### src/hw/rtl/cqpc_pkg.sv
// Types, codes and constants shared by the circular queue palindrome checker.
`default_nettype none

package cqpc_pkg;

	localparam int unsigned WORD_W = 32;
	localparam int unsigned OPC_W = 2;
	localparam int unsigned STAT_W = 2;
	localparam int unsigned COUNT_OUT_W = 8;

	// Command codes.
	localparam logic [OPC_W-1:0] OP_ENQ = 2'd0;
	localparam logic [OPC_W-1:0] OP_DEQ = 2'd1;
	localparam logic [OPC_W-1:0] OP_CHK = 2'd2;

	// Status codes.
	localparam logic [STAT_W-1:0] ST_OK = 2'd0;
	localparam logic [STAT_W-1:0] ST_FULL = 2'd1;
	localparam logic [STAT_W-1:0] ST_EMPTY = 2'd2;

	// Head value reported for an empty queue.
	localparam logic signed [WORD_W-1:0] EMPTY_HEAD = -32'sd1;

	typedef struct packed {
		logic [OPC_W-1:0] opcode;
		logic signed [WORD_W-1:0] value;
	} in_item_t;

	typedef struct packed {
		logic [STAT_W-1:0] status;
		logic signed [WORD_W-1:0] head_value;
		logic is_empty;
		logic is_full;
		logic [COUNT_OUT_W-1:0] entry_count;
		logic is_palindrome;
	} out_item_t;

	// Commands from the controller to the datapath.
	typedef struct packed {
		logic capture;
		logic exec;
		logic rd_pair;
		logic cmp_step;
		logic rd_head;
		logic load_out;
	} cmd_t;

	// Status from the datapath to the controller.
	typedef struct packed {
		logic chk_go;
		logic mismatch;
		logic pair_last;
		logic out_free;
	} stat_t;

endpackage

`default_nettype wire

### src/hw/rtl/cqpc_ctrl.sv
// Controller: sequences capture, update, pair compares and result loading.
`default_nettype none

module cqpc_ctrl
	import cqpc_pkg::*;
(
	input wire logic clk,
	input wire logic arst_n,
	input wire logic in_valid,
	output logic in_ready,
	input wire stat_t st,
	output cmd_t cmd
);

	typedef enum logic [5:0] {
		S_IDLE = 6'b000001,
		S_EXEC = 6'b000010,
		S_CHK_RD = 6'b000100,
		S_CHK_CMP = 6'b001000,
		S_HEAD_RD = 6'b010000,
		S_LOAD = 6'b100000
	} state_t;

	state_t state_q;
	state_t state_d;

	assign in_ready = (state_q == S_IDLE);

	always_comb begin
		state_d = state_q;
		cmd = '0;
		case (state_q)
			S_IDLE: begin
				if (in_valid) begin
					cmd.capture = 1'b1;
					state_d = S_EXEC;
				end
			end
			S_EXEC: begin
				cmd.exec = 1'b1;
				state_d = st.chk_go ? S_CHK_RD : S_HEAD_RD;
			end
			S_CHK_RD: begin
				cmd.rd_pair = 1'b1;
				state_d = S_CHK_CMP;
			end
			S_CHK_CMP: begin
				cmd.cmp_step = 1'b1;
				state_d = (st.mismatch || st.pair_last) ? S_HEAD_RD : S_CHK_RD;
			end
			S_HEAD_RD: begin
				cmd.rd_head = 1'b1;
				state_d = S_LOAD;
			end
			S_LOAD: begin
				// Hold the result until the previous one has left the register.
				if (st.out_free) begin
					cmd.load_out = 1'b1;
					state_d = S_IDLE;
				end
			end
			default: begin
				state_d = S_IDLE;
			end
		endcase
	end

	always_ff @(posedge clk or negedge arst_n) begin
		if (!arst_n) begin
			state_q <= S_IDLE;
		end else begin
			state_q <= state_d;
		end
	end

`ifndef ASSERT_OFF
	a_accept_exec: assert property (@(posedge clk) disable iff (!arst_n)
		in_valid && in_ready |=> state_q == S_EXEC)
		else $error("accepted transaction not followed by execution");

	a_cmp_after_rd: assert property (@(posedge clk) disable iff (!arst_n)
		cmd.cmp_step |-> $past(cmd.rd_pair))
		else $error("pair compare without a preceding read");
`endif

endmodule

`default_nettype wire

### config.mk
export PLATFORM = sky130hd
export DESIGN_NAME = cqpc_ctrl
export DESIGN_NICKNAME = d
export VERILOG_FILES = /design/src/hw/rtl/cqpc_pkg.sv /design/src/hw/rtl/cqpc_ctrl.sv
export SDC_FILE = /design/constraint.sdc
export NUM_CORES = 1
export LEC_CHECK = 0
export BUFFER_PORTS_ARGS = -buffer_cell sky130_fd_sc_hd__buf_2
export CORE_AREA = 2 2 39 41
export CTS_BUF_LIST = sky130_fd_sc_hd__clkbuf_4 sky130_fd_sc_hd__clkbuf_8 sky130_fd_sc_hd__clkbuf_16
export DETAILED_ROUTE_END_ITERATION = 16
export DIE_AREA = 0 0 41 43
export PLACE_DENSITY = 0.61
export SYNTH_ARGS = -nofsm -noshare
export SYNTH_HDL_FRONTEND = slang
export SYNTH_SLANG_ARGS = --single-unit
### constraint.sdc
create_clock -name clk -period 1.85 [get_ports clk]
set_input_delay 0 -clock clk [delete_from_list [all_inputs] [get_ports clk]]
set_output_delay 0 -clock clk [all_outputs]
set_load 0.1 [all_outputs]
**Yosys cells after proc, flatten, opt, wreduce, memory -nomap -nowiden**

Cells that the tools add are included.
W data, S select, Z words.

- Register bits: 6
- Bits in latches: 0
- Memory bits (writable): 0
- ROM bits: 0
- Input port bits: 7
- Output and inout bits: 7
- Word-level logic and storage cells: 24
- Memories kept: 0

- Add/sub/neg operators: 0
- Multiply operators: 0
- Div/mod/pow operators: 0
- Magnitude comparators: 0
- Eq/ne operators: 8
- Shift operators: 0
- Muxes and demuxes: 13
- Bitwise logic cells: 0
- Reduce and logical (&&, ||, !) cells: 2

Operator list:

| cell | count |
|---|---|
| $pmux W6 S6 | 1 |
| $mux W6 | 2 |
| $mux W5 | 2 |
| $mux W1 | 8 |
| $eq A6 B1 Y1 const B | 1 |
| $eq A6 B2 Y1 const B | 1 |
| $eq A6 B3 Y1 const B | 1 |
| $eq A6 B4 Y1 const B | 1 |
| $eq A6 B5 Y1 const B | 1 |
| $eq A6 B6 Y1 const B | 1 |
| $ne A2 B2 Y1 const B | 2 |
| $reduce_and A2 Y1 | 1 |
| $logic_or A1 B1 Y1 | 1 |

**Depth between registers and ports, before layout**

Gate-level depths: netlist of run 1.

- Depth in word-level cells: 3
- Gate-level depth with buffers: 4
- Gate-level depth less buffers: 4

**Worst setup path before layout of run 1**

No wires, ideal clock.

- Path kind: flip-flop to output port
- Start point: reg state_q[1]
- End point: out cmd[3] in the netlist's numbering
- Data arrival time: 3178 ps
- Required time: 1850 ps
- Setup slack: -1328 ps
- Stages on the path, launching flop included: 3
- Buffers on the path: 0
- Cell sequence: dfrtp_1 > or4_4 > nor3b_1

RTL lines:

| element | RTL line | text |
|---|---|---|
| start, declared | cqpc_ctrl.sv:24 | `state_t state_q;` |
| start signal, assigned | cqpc_ctrl.sv:72 | `state_q <= state_d;` |
| end, declared | cqpc_ctrl.sv:12 | `output cmd_t cmd` |

==> impl_metrics.env, run 1 <==
export IMPL_crit_chain="or4_4, nor2b_4, and2_4, buf_12"
export IMPL_cp_end_kind="output port"
export IMPL_wl_per_cell_um=10.2
export IMPL_drc_errors=0
export IMPL_synth_area_um2=375
export IMPL_tightest_slew_ns=0.278
export IMPL_core_mm2=0.00138
export IMPL_yosysTopAreaCellShare_pct=33.3
export IMPL_cts_root_buffer="clkbuf_4"
export IMPL_track_usage_pct=10.9
export IMPL_max_slew_margin_pct=81.5
export IMPL_num_vias=349
export IMPL_ys_top_cells_by_area="dfrtp_1, dfstp_2, or4_4"
export IMPL_critPathBufInv=1
export IMPL_fin_crit_ns=1.78
export IMPL_status="completed"
export IMPL_critical_path_startpoint_type="flop"
export IMPL_yosysTopAreaCell="dfrtp_1"
export IMPL_grt_max_degree=9
export IMPL_start_util_pct=27.1
export IMPL_p_total_uw=1030
export IMPL_drtAntennaViolNets=0
export IMPL_power_density_mw_per_mm2=1560
export IMPL_ys_seq_area_share_pct=40.3
export IMPL_yosysUniqueCellTypes=23
export IMPL_die_area_mm2=0.00176
export IMPL_crit_slowest_cell="or4_4"
export IMPL_cap_violations=0
export IMPL_tritoncts="done"
export IMPL_syn_nets=46
export IMPL_hold_slack_ns=0.0677
export IMPL_port_buffers=13
export IMPL_path_delay_family="simple AND/OR/NAND/NOR gates"
export IMPL_hp_class="input port to flop"
export IMPL_worstPathRequired_ns=1.85
export IMPL_overflow=0
export IMPL_ys_top_cells_by_count="dfrtp_1, nor2_1, a21oi_1, o21ai_0"
export IMPL_drv_slew=0
export IMPL_async_reset_ff_share_pct=100
export IMPL_cts_buffers=3
export IMPL_cts_buffer_depth=2
export IMPL_rsz0062_at_grt="false"
export IMPL_drtPass1Iterations=4
export IMPL_peakVddDrop_mv=1.23
export IMPL_syn_to_final_growth_pct=77.0
export IMPL_synth_most_common_cell="dfrtp_1"
export IMPL_fin_crit_sh_pct=96.1
export IMPL_clk_pin_slew_worst_paths_ns=0.05
export IMPL_syn_avg_cell_area_um2=9.62
export IMPL_n_antenna_cell=0
export IMPL_post_dp_hpwl_um=596
export IMPL_syn_inst=39
export IMPL_setup_violations=0
export IMPL_die_y_um=43
export IMPL_synth_enable_flop_cells=0
export IMPL_leakage_uw=0.000282
export IMPL_via_per_inst=4.53
export IMPL_die_w_um=41
export IMPL_slowest_delay_ns=0.55
export IMPL_rows=14
export IMPL_regMostFlops="state_q"
export IMPL_gp_congestion=0.767
export IMPL_synth_seq_cells=6
export IMPL_grt_pass1_vias=300
export IMPL_synth_ff_type="dfrtp_1"
export IMPL_crit_arrival_ns=1.78
export IMPL_largest_reg_flops=6
export IMPL_critPathKind="flop to output port"
export IMPL_fin_nets=69
export IMPL_clkLatencyLatePin_ns=0.24
export IMPL_wl_um=789
export IMPL_cp_max_fo=8
export IMPL_io_pins=14
export IMPL_antenna_found_initial=0
export IMPL_hold_viol_final=0
export IMPL_grt_pass1_wl_um=1240
export IMPL_cts_sinks=6
export IMPL_post_cts_setup_buffers=0
export IMPL_fin_skew_ns=0.00745
export IMPL_htree_levels=1
export IMPL_reg_largest_list="state_q x6"
export IMPL_drtIter0Drc=2
export IMPL_layout_drive_gt1_share_pct=44.3
export IMPL_timing_fmax_mhz=562
export IMPL_ys_warn_count=0
worst register-to-register path, delay by kind of cell (launching register included):
kind             cells  cell delay (ns)
AO/OA/AOI/OAI        2             0.19
AND/OR/NAND/NOR      2             0.86
flip-flops           1             0.40
kinds of logic after synthesis:
kind of cell	after synthesis	synth area share (%)
AND/OR/NAND/NOR	20	39.3
flip-flops	6	40.3
AO/OA/AOI/OAI	10	16.0
buffers and inverters	2	2.00
XOR/XNOR	1	2.33
cell usage in the layout, fill, tap and decap left out:
cell and n:
buf_12 7, buf_2 6, dlygate4sd3_1 5, dfrtp_1 5, nor2_1 4, clkbuf_4 4
a21oi_1 3, o21ai_0 3, or4_4 2, nor2b_1 2, nor2b_4 2, inv_1 2
nor3b_4 1, or4_1 1, nand2b_1 1, nor3b_2 1, nand3b_1 1, and2_4 1
a22o_1 1, and2_1 1, xor2_1 1, nor3_1 1, o31ai_1 1, or3b_2 1
o21ai_1 1, o21ai_2 1, nor3b_1 1, dfstp_2 1
metrics by stage:
step | std cells | utilization [%] | instance area [µm²] | setup TNS, ns | setup slack, ns
CTS | 77 | 48.0 | 664 | 0 | 0.0531
global route | 77 | 48.0 | 664 | 0 | 0.0196
detailed placement | 68 | 42.2 | 584 | 0 | 0.317
global placement | 68 | 42.2 | 584 | 0 | 0.330
finish | 77 | 48.0 | 664 | 0 | 0.0714
floorplan | 39 | - | 394 | -1.93 | -0.417
area by class of cell:
| cell class | count | area, µm² |
|---|---|---|
| fill | 126 | 719 |
| multi-input combinational | 31 | 235 |
| timing repair buffer | 18 | 220 |
| sequential | 6 | 151 |
| clock buffer | 4 | 30.0 |
| tap | 16 | 20.0 |
| inverter | 2 | 7.51 |
path summary, 6_finish.rpt:
check / start / to / slack, ns / cells after the start
min: st[0] / state_q[5] / 0.07 / 3
min reg2reg: state_q[3] / state_q[3] / 0.61 / 1
max: state_q[3] / cmd[5] / 0.07 / 4
min in group asynchronous: arst_n / state_q[4] / 0.11 / 2
max in group asynchronous: arst_n / state_q[0] / 1.51 / 2
max reg2reg: state_q[1] / state_q[4] / 0.33 / 4
repair_timing:
action / 4_1_cts / 5_1_grt
hold endpoints to repair: 8 / 0
gates resized for setup: 0 / 0
hold buffers: 5 / 0
layer usage:
layer  up-vias  global-route usage (%)  part of all wire, %  wire (µm)
li1        186                       -                    -          -
met1       151                    14.9                   47        370
met2        10                    14.1                   49        384
met3         2                    1.57                  2.7         21
met4         0                    10.0                  1.5         12
met5         -                       0                    0          0
power breakdown:
group / internal [µW] / leakage [µW] / total, µW / switching [µW]
registers: 170 / 0.0000791 / 210 / 40.3
clock network: 96.2 / 0.0000184 / 142 / 45.3
logic: 274 / 0.000185 / 682 / 408
No activity file was read; power rests on OpenSTA's default activity.
==> run 2: changes to the inputs <==
--- a/config.mk
+++ b/config.mk
@@ -10,7 +10,7 @@
 export CTS_BUF_LIST = sky130_fd_sc_hd__clkbuf_4 sky130_fd_sc_hd__clkbuf_8 sky130_fd_sc_hd__clkbuf_16
 export DETAILED_ROUTE_END_ITERATION = 16
 export DIE_AREA = 0 0 41 43
-export PLACE_DENSITY = 0.61
+export PLACE_DENSITY = 0.51
 export SYNTH_ARGS = -nofsm -noshare
 export SYNTH_HDL_FRONTEND = slang
 export SYNTH_SLANG_ARGS = --single-unit
==> impl_metrics.env, run 2 (same netlist as run 1, synthesis figures left out) <==
export IMPL_status="completed"
export IMPL_die_w_um=41
export IMPL_dp_cells=70
export IMPL_cts_buffer_depth=2
export IMPL_reg_largest_list="state_q x6"
export IMPL_drtIter0Drc=0
export IMPL_syn_to_final_growth_pct=81.3
export IMPL_critPathKind="flop to output port"
export IMPL_p_total_uw=1050
export IMPL_hold_viol_final=0
export IMPL_wl_per_cell_um=11.5
export IMPL_largest_reg_flops=6
export IMPL_multi_input_area_um2=235
export IMPL_overflow=0
export IMPL_cp_end_kind="output port"
export IMPL_antenna_found_initial=0
export IMPL_final_util_pct=49.2
export IMPL_port_buffers=13
export IMPL_gp_congestion=0.721
export IMPL_fin_skew_ns=0.00201
export IMPL_power_density_mw_per_mm2=1540
export IMPL_final_seq_area_um2=153
export IMPL_n_antenna_cell=0
export IMPL_grt_max_degree=9
export IMPL_drv_slew=0
export IMPL_fin_crit_ns=1.78
export IMPL_nFillCells=122
export IMPL_layout_common_cells="buf_12, buf_2, dlygate4sd3_1"
export IMPL_cap_violations=0
export IMPL_tritoncts="done"
export IMPL_max_slew_margin_pct=83.3
export IMPL_rsz0062_at_grt="false"
export IMPL_place_ws_ns=0.327
export IMPL_die_area_mm2=0.00176
export IMPL_htree_levels=1
export IMPL_cts_root_buffer="clkbuf_4"
export IMPL_setup_violations=0
export IMPL_num_vias=358
export IMPL_post_dp_hpwl_um=628
export IMPL_timing_fmax_mhz=561
export IMPL_drtPass1Iterations=1
export IMPL_clkLatencyLatePin_ns=0.24
export IMPL_core_mm2=0.00138
export IMPL_crit_arrival_ns=1.78
export IMPL_instances_no_fill=79
export IMPL_critical_path_startpoint_type="flop"
export IMPL_worstPathRequired_ns=1.85
export IMPL_peakVddDrop_mv=1.09
export IMPL_grt_pass1_vias=373
export IMPL_wl_um=906
export IMPL_cts_buffers=3
export IMPL_layout_drive_gt1_share_pct=47.6
export IMPL_start_util_pct=27.1
export IMPL_track_usage_pct=13.5
export IMPL_fin_nets=71
export IMPL_fin_crit_sh_pct=96.4
export IMPL_grt_pass1_wl_um=1490
export IMPL_final_common_cell="buf_12"
export IMPL_clk_pin_slew_worst_paths_ns=0.04
export IMPL_die_y_um=43
export IMPL_tightest_slew_ns=0.251
export IMPL_rows=14
export IMPL_post_cts_setup_buffers=0
export IMPL_drc_errors=0
export IMPL_setup_slack_ns=0.0660
export IMPL_cp_max_fo=6
export IMPL_cts_sinks=6
export IMPL_drtAntennaViolNets=0
export IMPL_regMostFlops="state_q"
export IMPL_via_per_inst=4.53
export IMPL_leakage_uw=0.000292
export IMPL_hp_class="input port to flop"
export IMPL_io_pins=14
## run 2: metrics by stage
stage	hold slack, ns	setup TNS [ns]	cell area (µm²)
2_1_floorplan	-0.296	-1.93	394
3_3_place_gp	-0.173	0	599
3_5_place_dp	-0.173	0	599
4_1_cts	0.0481	0	679
5_1_grt	0.0847	0	681
6_report	0.0589	0	681
## run 2: power by group
part	internal, µW	total (µW)	switching, µW
Clock	96.4	145	48.2
Sequential	171	204	33.5
Combinational	280	701	422
Total	547	1050	503
## run 2: worst paths after layout
| check | cells past startpoint | start | end | slack (ns) |
|---|---|---|---|---|
| min in group asynchronous | 2 | arst_n | state_q[2] | 0.10 |
| min | 3 | st[0] | state_q[5] | 0.06 |
| min reg2reg | 2 | state_q[3] | state_q[3] | 0.62 |
| max in group asynchronous | 2 | arst_n | state_q[0] | 1.53 |
| max reg2reg | 4 | state_q[1] | state_q[4] | 0.29 |
| max | 4 | state_q[5] | cmd[5] | 0.07 |
## run 2: layout make-up
cell class,instances,share of cell area (%)
flip-flops and latches,6,22.4
well taps,16,2.94
repair buffers,20,34.6
inverters,2,1.10
multi-input cells,31,34.6
clock buffers,4,4.41
## run 2: repair_timing
action,CTS,global route
gates resized for setup,0,1
setup endpoints to repair,0,1
hold buffers,5,0
endpoints found under the hold margin,8,0
## run 2: critical path, stage by stage, from the launching register on
cell and delay, ns:
dfrtp_1 0.42, or4_4 0.60, nor2b_4 0.18, and2_4 0.17
buf_12 0.16
## run 2: metal layers
layer | global-route usage [%] | share of wire (%) | vias up
li1 | - | - | 187
met1 | 13.6 | 35 | 161
met2 | 21.9 | 61 | 8
met3 | 3.66 | 3.1 | 2
met4 | 10.0 | 0.77 | 0
met5 | 0 | 0 | -
==> run 3: changes to the inputs <==
--- a/config.mk
+++ b/config.mk
@@ -5,11 +5,12 @@
 export SDC_FILE = /design/constraint.sdc
 export NUM_CORES = 1
 export LEC_CHECK = 0
+export ABC_AREA = 1
 export BUFFER_PORTS_ARGS = -buffer_cell sky130_fd_sc_hd__buf_2
-export CORE_AREA = 2 2 39 41
+export CORE_AREA = 5 5 42 44
 export CTS_BUF_LIST = sky130_fd_sc_hd__clkbuf_4 sky130_fd_sc_hd__clkbuf_8 sky130_fd_sc_hd__clkbuf_16
 export DETAILED_ROUTE_END_ITERATION = 16
-export DIE_AREA = 0 0 41 43
+export DIE_AREA = 0 0 47 49
 export PLACE_DENSITY = 0.51
 export SYNTH_ARGS = -nofsm -noshare
 export SYNTH_HDL_FRONTEND = slang
==> impl_metrics.env, run 3 <==
export IMPL_overflow=0
export IMPL_port_buffers=13
export IMPL_timing_fmax_mhz=622
export IMPL_synth_area_um2=382
export IMPL_setup_slack_ns=0.242
export IMPL_layout_common_cells="inv_1, buf_2, nor2_1"
export IMPL_via_per_inst=4.25
export IMPL_swShare_pct=57.9
export IMPL_post_cts_setup_buffers=0
export IMPL_fin_skew_ns=0.00801
export IMPL_power_density_mw_per_mm2=1730
export IMPL_syn_nets=61
export IMPL_drc_errors=0
export IMPL_internal_power_uw=381
export IMPL_ys_seq_area_share_pct=39.7
export IMPL_status="completed"
export IMPL_synth_enable_flop_cells=0
export IMPL_io_pins=14
export IMPL_reg_largest_list="state_q x6"
export IMPL_core_mm2=0.00140
export IMPL_slowest_delay_ns=0.53
export IMPL_die_y_um=49
export IMPL_syn_to_final_growth_pct=36.7
export IMPL_hp_class="input port to flop"
export IMPL_gr_max_usage_layer="met2"
export IMPL_cts_sinks=6
export IMPL_cap_violations=0
export IMPL_cts_resized=0
export IMPL_worstPathRequired_ns=1.85
export IMPL_power_switching_uw=523
export IMPL_cts_buffers=3
export IMPL_num_vias=378
export IMPL_clkLatencyLatePin_ns=0.25
export IMPL_start_util_pct=27.2
export IMPL_htree_levels=1
export IMPL_hold_viol_final=0
export IMPL_peakVddDrop_mv=0.914
export IMPL_synth_ff_type="dfrtp_1"
export IMPL_grt_pass1_vias=382
export IMPL_crit_arrival_ns=1.61
export IMPL_cts_root_buffer="clkbuf_4"
export IMPL_pwr_share_seq_pct=22.1
export IMPL_fin_crit_sh_pct=86.9
export IMPL_instances_no_fill=89
export IMPL_layout_drive_gt1_share_pct=37.0
export IMPL_clk_pin_slew_worst_paths_ns=0.05
export IMPL_post_dp_hpwl_um=649
export IMPL_die_area_mm2=0.00230
export IMPL_antenna_found_initial=0
export IMPL_syn_inst=54
export IMPL_p_clk_share_pct=16.0
export IMPL_cp_max_fo=4
export IMPL_ff2ff_path_depth=7
export IMPL_largest_reg_flops=6
export IMPL_grtUsageMet3_pct=1.11
export IMPL_grt_pass1_wl_um=1420
export IMPL_drtAntennaViolNets=0
export IMPL_final_common_cell="inv_1"
export IMPL_regMostFlops="state_q"
export IMPL_r2r_start="state_q[0]"
export IMPL_async_reset_ff_share_pct=100
export IMPL_wl_um=772
export IMPL_cts_buffer_depth=2
export IMPL_final_util_pct=37.2
export IMPL_syn_avg_cell_area_um2=7.07
export IMPL_hold_end="state_q[4]"
export IMPL_yosysUniqueCellTypes=12
export IMPL_critPathKind="flop to output port"
export IMPL_drtPass1Iterations=2
export IMPL_ys_top_cells_by_count="inv_1, nor2_1, nand2_1, dfrtp_1, nand3_2"
export IMPL_use_met1_pct=9.38
export IMPL_place_ws_ns=0.496
export IMPL_rsz0062_at_grt="false"
export IMPL_tritoncts="done"
export IMPL_dp_cells=83
export IMPL_ctsHoldBuffers=2
export IMPL_worstHoldPathCells=3
export IMPL_power_frac_comb_pct=61.9
export IMPL_tightest_slew_ns=0.486
export IMPL_die_w_um=47
export IMPL_setup_violations=0
export IMPL_leakage_uw=0.000346
export IMPL_grt_max_degree=7
export IMPL_wl_per_cell_um=8.67
export IMPL_max_slew_margin_pct=67.8
export IMPL_crit_slowest_cell="dfstp_2"
export IMPL_rows=14
export IMPL_drv_slew=0
export IMPL_yosysTopAreaCell="dfrtp_1"
export IMPL_gp_congestion=0.671
export IMPL_crit_chain="inv_1, nor2_1, nand3_2, nor2_2, buf_2"
export IMPL_grtUsageMet2_pct=13.6
export IMPL_fin_crit_ns=1.61
export IMPL_critical_path_startpoint_type="flop"
export IMPL_drtIter0Drc=4
export IMPL_hold_slack_ns=0.00645
export IMPL_track_usage_pct=8.70
export IMPL_worstReg2RegEnd="state_q[0]"
export IMPL_synth_most_common_cell="inv_1"
export IMPL_yosysTopAreaCellShare_pct=32.8
export IMPL_reg2reg_slack_ns=0.68
export IMPL_hold_start="st[2]"
export IMPL_fin_nets=81
export IMPL_ys_warn_count=0
export IMPL_synth_seq_cells=6
export IMPL_ys_top_cells_by_area="dfrtp_1, inv_1, nor2_1"
export IMPL_setup_tns_ns=0
export IMPL_cp_end_kind="output port"
export IMPL_n_antenna_cell=0
[run 3: per-stage QoR]
step           cell area, µm²  power [µW]
5_1_grt                   522         965
3_5_place_dp              472         763
4_1_cts                   522         917
6_report                  522         904
3_3_place_gp              472         764
2_1_floorplan             387         678
[run 3: layer usage]
metal,vias to the layer above,routed length (µm)
met4,0,28
met5,-,0
met1,166,322
met3,4,32
met2,10,388
li1,198,-
[run 3: critical path, delay by kind of cell (launching register included)]
kind / cells / cell delay, ns
DFF: 1 / 0.53
buffers and inverters: 2 / 0.47
and+or+nand+nor: 3 / 0.36
[run 3: area by class of cell]
class	instances	area, µm²
Multi-Input combinational cell	33	179
Clock buffer	4	30.0
Timing Repair Buffer	15	85.1
Sequential cell	6	151
Fill cell	169	880
Tap cell	16	20.0
Inverter	15	56.3
[run 3: logic make-up (layout without fill, tap and decap cells)]
kind of cell / Yosys count / in the layout / synth area share (%)
compound gates: 2 / 2 / 3.94
buf+inv: 15 / 34 / 14.8
flops: 6 / 6 / 39.7
simple gates: 31 / 31 / 41.6
[run 3: how the worst max path moves through the flow]
| stage | start | cells past startpoint | end |
|---|---|---|---|
| floorplan | state_q[4] | 4 | state_q[2] |
| global placement | state_q[0] | 5 | cmd[5] |
| detailed placement | state_q[0] | 5 | cmd[5] |
| CTS | state_q[0] | 5 | cmd[5] |
| global route | state_q[0] | 5 | cmd[5] |
| finish | state_q[0] | 5 | cmd[5] |
[run 3: power by group through the flow]
stage,Combinational [µW],Sequential [µW],Clock [µW]
6_report,560,200,145
5_1_grt,606,205,154
4_1_cts,565,200,152
3_5_place_dp,561,202,0
3_3_place_gp,564,201,0
2_1_floorplan,481,197,0
